[src/hdl/sidec_pkg.sv]
// Shared types and constants for the signed integer to decimal text unit.
package sidec_pkg;

	localparam int NumDigits = 10;
	localparam int DigitW    = 4;
	localparam int MagW      = 32;
	localparam int CharW     = 6;
	localparam int CntW      = 4;

	localparam logic [CharW-1:0] CharMinus = 6'd45;
	localparam logic [CharW-1:0] CharZero  = 6'd48;

	typedef logic [DigitW-1:0] digit_t;
	typedef digit_t [NumDigits-1:0] digit_vec_t;

	// One converted number on its way to the serializer.
	typedef struct packed {
		logic       neg;
		digit_vec_t digits;  // index 0 is the least significant digit
		logic [CntW-1:0] ndig;
	} conv_word_t;

endpackage

[src/hdl/sidec_serializer.sv]
// Serializer that sends a converted number out one character per word.
module sidec_serializer (
	input  logic                           clk,
	input  logic                           arst_n,
	input  logic                           in_valid,
	output logic                           in_ready,
	input  sidec_pkg::conv_word_t          in_word,
	output logic                           out_valid,
	input  logic                           out_ready,
	output logic [sidec_pkg::CharW-1:0]    char_code,
	output logic                           last_char
);

	logic                        busy_q;
	logic                        sign_q;
	sidec_pkg::digit_vec_t       dig_q;
	logic [sidec_pkg::CntW-1:0]  idx_q;   // digit to send next, plus one

	logic fire;
	assign fire     = busy_q && out_ready;
	assign in_ready = !busy_q || (fire && !sign_q && idx_q == sidec_pkg::CntW'(1));

	always_ff @(posedge clk or negedge arst_n) begin
		if (!arst_n) begin
			busy_q <= 1'b0;
		end else if (in_valid && in_ready) begin
			busy_q <= 1'b1;
		end else if (fire && !sign_q && idx_q == sidec_pkg::CntW'(1)) begin
			busy_q <= 1'b0;
		end
	end

	always_ff @(posedge clk) begin
		if (in_valid && in_ready) begin
			sign_q <= in_word.neg;
			dig_q  <= in_word.digits;
			idx_q  <= in_word.ndig;
		end else if (fire) begin
			if (sign_q) begin
				sign_q <= 1'b0;
			end else begin
				idx_q <= idx_q - sidec_pkg::CntW'(1);
			end
		end
	end

	logic [sidec_pkg::CntW-1:0] sel;
	assign sel       = idx_q - sidec_pkg::CntW'(1);
	assign out_valid = busy_q;
	assign char_code = sign_q ? sidec_pkg::CharMinus
		: sidec_pkg::CharZero + sidec_pkg::CharW'(dig_q[sel]);
	assign last_char = !sign_q && idx_q == sidec_pkg::CntW'(1);

endmodule
[config.mk]
export PLATFORM = sky130hd
export DESIGN_NAME = sidec_serializer
export DESIGN_NICKNAME = d
export VERILOG_FILES = /design/src/hdl/sidec_pkg.sv /design/src/hdl/sidec_serializer.sv
export SDC_FILE = /design/constraint.sdc
export NUM_CORES = 1
export LEC_CHECK = 0
export BUFFER_PORTS_ARGS = -buffer_cell sky130_fd_sc_hd__clkbuf_2
export CAP_MARGIN = 10
export CELL_PAD_IN_SITES_DETAIL_PLACEMENT = 1
export CELL_PAD_IN_SITES_GLOBAL_PLACEMENT = 1
export CORE_UTILIZATION = 41
export CTS_CLUSTER_DIAMETER = 50
export DETAILED_ROUTE_END_ITERATION = 6
export PLACE_DENSITY_LB_ADDON = 0.1
export SETUP_SLACK_MARGIN = 0.5
export SYNTH_ARGS = -nofsm -noshare
export SYNTH_HDL_FRONTEND = slang
export SYNTH_SLANG_ARGS = --single-unit
[constraint.sdc]
create_clock -name clk -period 3.1 [get_ports clk]
set_clock_uncertainty 0.05 [all_clocks]
set_input_delay 0.155 -clock clk [delete_from_list [all_inputs] [get_ports clk]]
set_output_delay 0.155 -clock clk [all_outputs]
set_load 0.005 [all_outputs]
==> flow_metrics.env <==
export IMPL_p_seq_share_pct=55.1
export IMPL_grt_overflow=0
export IMPL_dr_first_iter_drc_count=41
export IMPL_hold_depth=2
export IMPL_intPower_mw=0.9824
export IMPL_ant_nets=0
export IMPL_status="finished, violations left"
export IMPL_cp_max_fo=6
export IMPL_fmax_mhz=401.4
export IMPL_nets=281
export IMPL_port_buffers=56
export IMPL_synth_top_area_share_pct=69.36
export IMPL_hp_start="in_valid"
export IMPL_synth_most_common_cell="edfxtp_1"
export IMPL_clkLatencyLatePin_ps=290
export IMPL_grt_pass1_vias=1592
export IMPL_synth_top_area_cell="edfxtp_1"
export IMPL_routed_wl_um=4622
export IMPL_gp_congestion=0.7483
export IMPL_syn_area_per_cell_um2=15.58
export IMPL_rows=24
export IMPL_syn_inst=125
export IMPL_fin_crit_ps=2491
export IMPL_die_area_um2=5031
export IMPL_synthFlopType="edfxtp_1"
export IMPL_post_route_period_util_pct=80.36
export IMPL_pwr_share_clk_pct=26.9
export IMPL_cts_buffer_depth=2
export IMPL_post_synth_num_cell_types=31
export IMPL_finalSetupTns_ps=0
export IMPL_arrival_ps=2290
export IMPL_synth_seq_cells=46
export IMPL_drv_slew=0
export IMPL_area_growth_pct=44.77
export IMPL_start_util_pct=43.54
export IMPL_netlist_top_cells_count="edfxtp_1, nand2_1, mux2i_1, inv_1"
export IMPL_fillers=451
export IMPL_cts_setup_buffers=0
export IMPL_clock_sinks=46
export IMPL_vias=1427
export IMPL_synth_edf_count=45
export IMPL_clock_root_buffer="clkbuf_8"
export IMPL_timing_rr_start="idx_q[0]"
export IMPL_diodes=0
export IMPL_pre_cts_ws_ps=750.5
export IMPL_viasPerCell=5.042
export IMPL_wl_per_cell_um=16.33
export IMPL_synthesis_area_um2=1948
export IMPL_cap_violations=0
export IMPL_worst_slew_pin_slew_ps=707.9
export IMPL_fin_ws_ps=608.7
export IMPL_worstPathRequired_ps=2890
export IMPL_yosys_top_cells_area="edfxtp_1, mux2i_1, nand2_1, mux4_2, mux2_2"
export IMPL_rrSetupSlack_ps=720
export IMPL_final_hold_viol_count=0
export IMPL_ys_seq_area_share_pct=70.65
export IMPL_leakage_nw=1.155
export IMPL_die_y_um=70.93
export IMPL_grt_pass1_wl_um=7389
export IMPL_synth_fp_nets=176
export IMPL_holdPathEnd="out_valid"
export IMPL_ys_warn_count=0
export IMPL_rr_endpoint="dig_q[38]"
export IMPL_comb_power_share_pct=18.1
export IMPL_powerDensity_nw_per_um2=457.1
export IMPL_crit_path_end_kind="primary output"
export IMPL_crit_chain="inv_1 > ha_4 > xor2_4 > buf_6 > mux2i_1 > a22oi_1 > a311o_1 > clkbuf_2"
export IMPL_coreArea_um2=4474
export IMPL_slowest_delay_ps=400
export IMPL_antenna_found_initial=0
export IMPL_critical_path_class="register to primary output"
export IMPL_relSlewSlack_pct=52.30
export IMPL_grt_max_degree=27
export IMPL_min_path_type="input pin to register"
export IMPL_violations="DRC"
export IMPL_cts_tree="yes"
export IMPL_worst_ir_drop_vdd_v=0.0003474
export IMPL_ioPinCount=58
export IMPL_slowest_stage="edfxtp_1"
export IMPL_r2r_cells=7
export IMPL_first_pass_iters=6
export IMPL_htree_levels=2
export IMPL_swShare_pct=23.79
export IMPL_dp_hpwl_um=3038
export IMPL_final_layout_size_suffix_gt1_share_pct=34.20
export IMPL_async_flop_share_pct=2.174
export IMPL_p_sw_mw=0.3066
export IMPL_clk_pin_slew_worst_paths_ps=80
export IMPL_die_w_um=70.93
export IMPL_critical_path_startpoint_type="register"
export IMPL_setup_viol=0
export IMPL_finalPower_mw=1.289
export IMPL_drc=10
export IMPL_cts_buffers=5
export IMPL_track_usage_pct=19.91
export IMPL_rsz0062_at_grt="false"
## cell usage in the layout, fill, tap and decap left out, types with 2 or more instances in the layout
cell type       n
nand3_1         4
nor2_1          2
a31oi_1         3
nor3_1          4
clkinv_2        2
mux4_2          2
a311o_1         3
clkbuf_8        5
edfxtp_1       45
mux2_2          3
buf_4           3
nand2_1        18
clkbuf_2       56
inv_1           5
dlygate4sd3_1  41
o21ai_0         2
mux2i_1        11
a22oi_1         3
## how the worst max path moves through the flow
| stage | from | endpoint | cells after the start |
|---|---|---|---|
| after detailed placement | idx_q[0] | dig_q[36] | 7 |
| after floorplan | idx_q[1] | dig_q[0] | 6 |
| after global routing | idx_q[2] | char_code[3] | 5 |
| after global placement | idx_q[0] | char_code[3] | 8 |
| after CTS | idx_q[0] | char_code[3] | 8 |
| final | idx_q[0] | char_code[3] | 8 |
## flip-flops by register name, indices dropped and copies added (netlist names)
register   cells
dig_q         40
idx_q          4
out_valid      1
sign_q         1
## metal layers
metal  share of wire [%]  track usage [%]
met5                   0                0
met4                 1.9            6.889
met3                 5.2            5.556
met2                  52            36.11
met1                  41            22.52
## final cells by class
class                      count  area, µm²  area share (%)
timing repair buffer         102      729.5           25.87
clock inverter                 2      10.01          0.3549
inverter                       5      18.77          0.6655
multi-input combinational     70      548.0           19.43
tap                           52      65.06           2.307
sequential                    46       1376           48.80
clock buffer                   6      72.57           2.573
## worst max-delay path: cells and delay by family (launching register included)
kind / cells / cell delay, ps
AOI/OAI and AO/OA: 2 / 500
DFF: 1 / 400
xor gates and xnor gates: 1 / 200
adders and majority gates: 1 / 200
buffers and inverters: 3 / 460
muxes: 1 / 240
## power by group through the flow
stage                     registers, mW  clock network (mW)  logic, mW
final                             0.710               0.346      0.233
after global routing              0.711               0.377      0.254
after CTS                         0.708               0.361      0.219
after detailed placement          0.722                   0      0.178
after global placement            0.722                   0      0.171
after floorplan                   0.720                   0      0.109
## repair_timing
action / 4_1_cts / 5_1_grt
hold buffers: 41 / 0
hold endpoints to repair: 41 / 0
gates resized for setup: 0 / 5
endpoints found under the setup margin: 0 / 4
## stage by stage
step           instance area, µm²  utilization, %  hold slack [ps]  instances
6_report                     2820           63.03            55.22        283
3_5_place_dp                 2287           51.12           -119.4        233
5_1_grt                      2820           63.03            52.96        283
2_1_floorplan                1948               -           -190.6        125
3_3_place_gp                 2287           51.12           -119.8        233
4_1_cts                      2780           62.14            44.28        282
## logic make-up after synthesis
family          after synthesis  share of synthesized area (%)
buf+inv                       9                          2.826
compound gates               12                          4.689
xor+xnor                      4                          2.184
flops                        46                          70.65
simple gates                 35                          8.479
fa+ha+maj                     2                          1.284
mux                          16                          9.698
other cells                   1                         0.1925
Power figures use the tool's default switching activity.
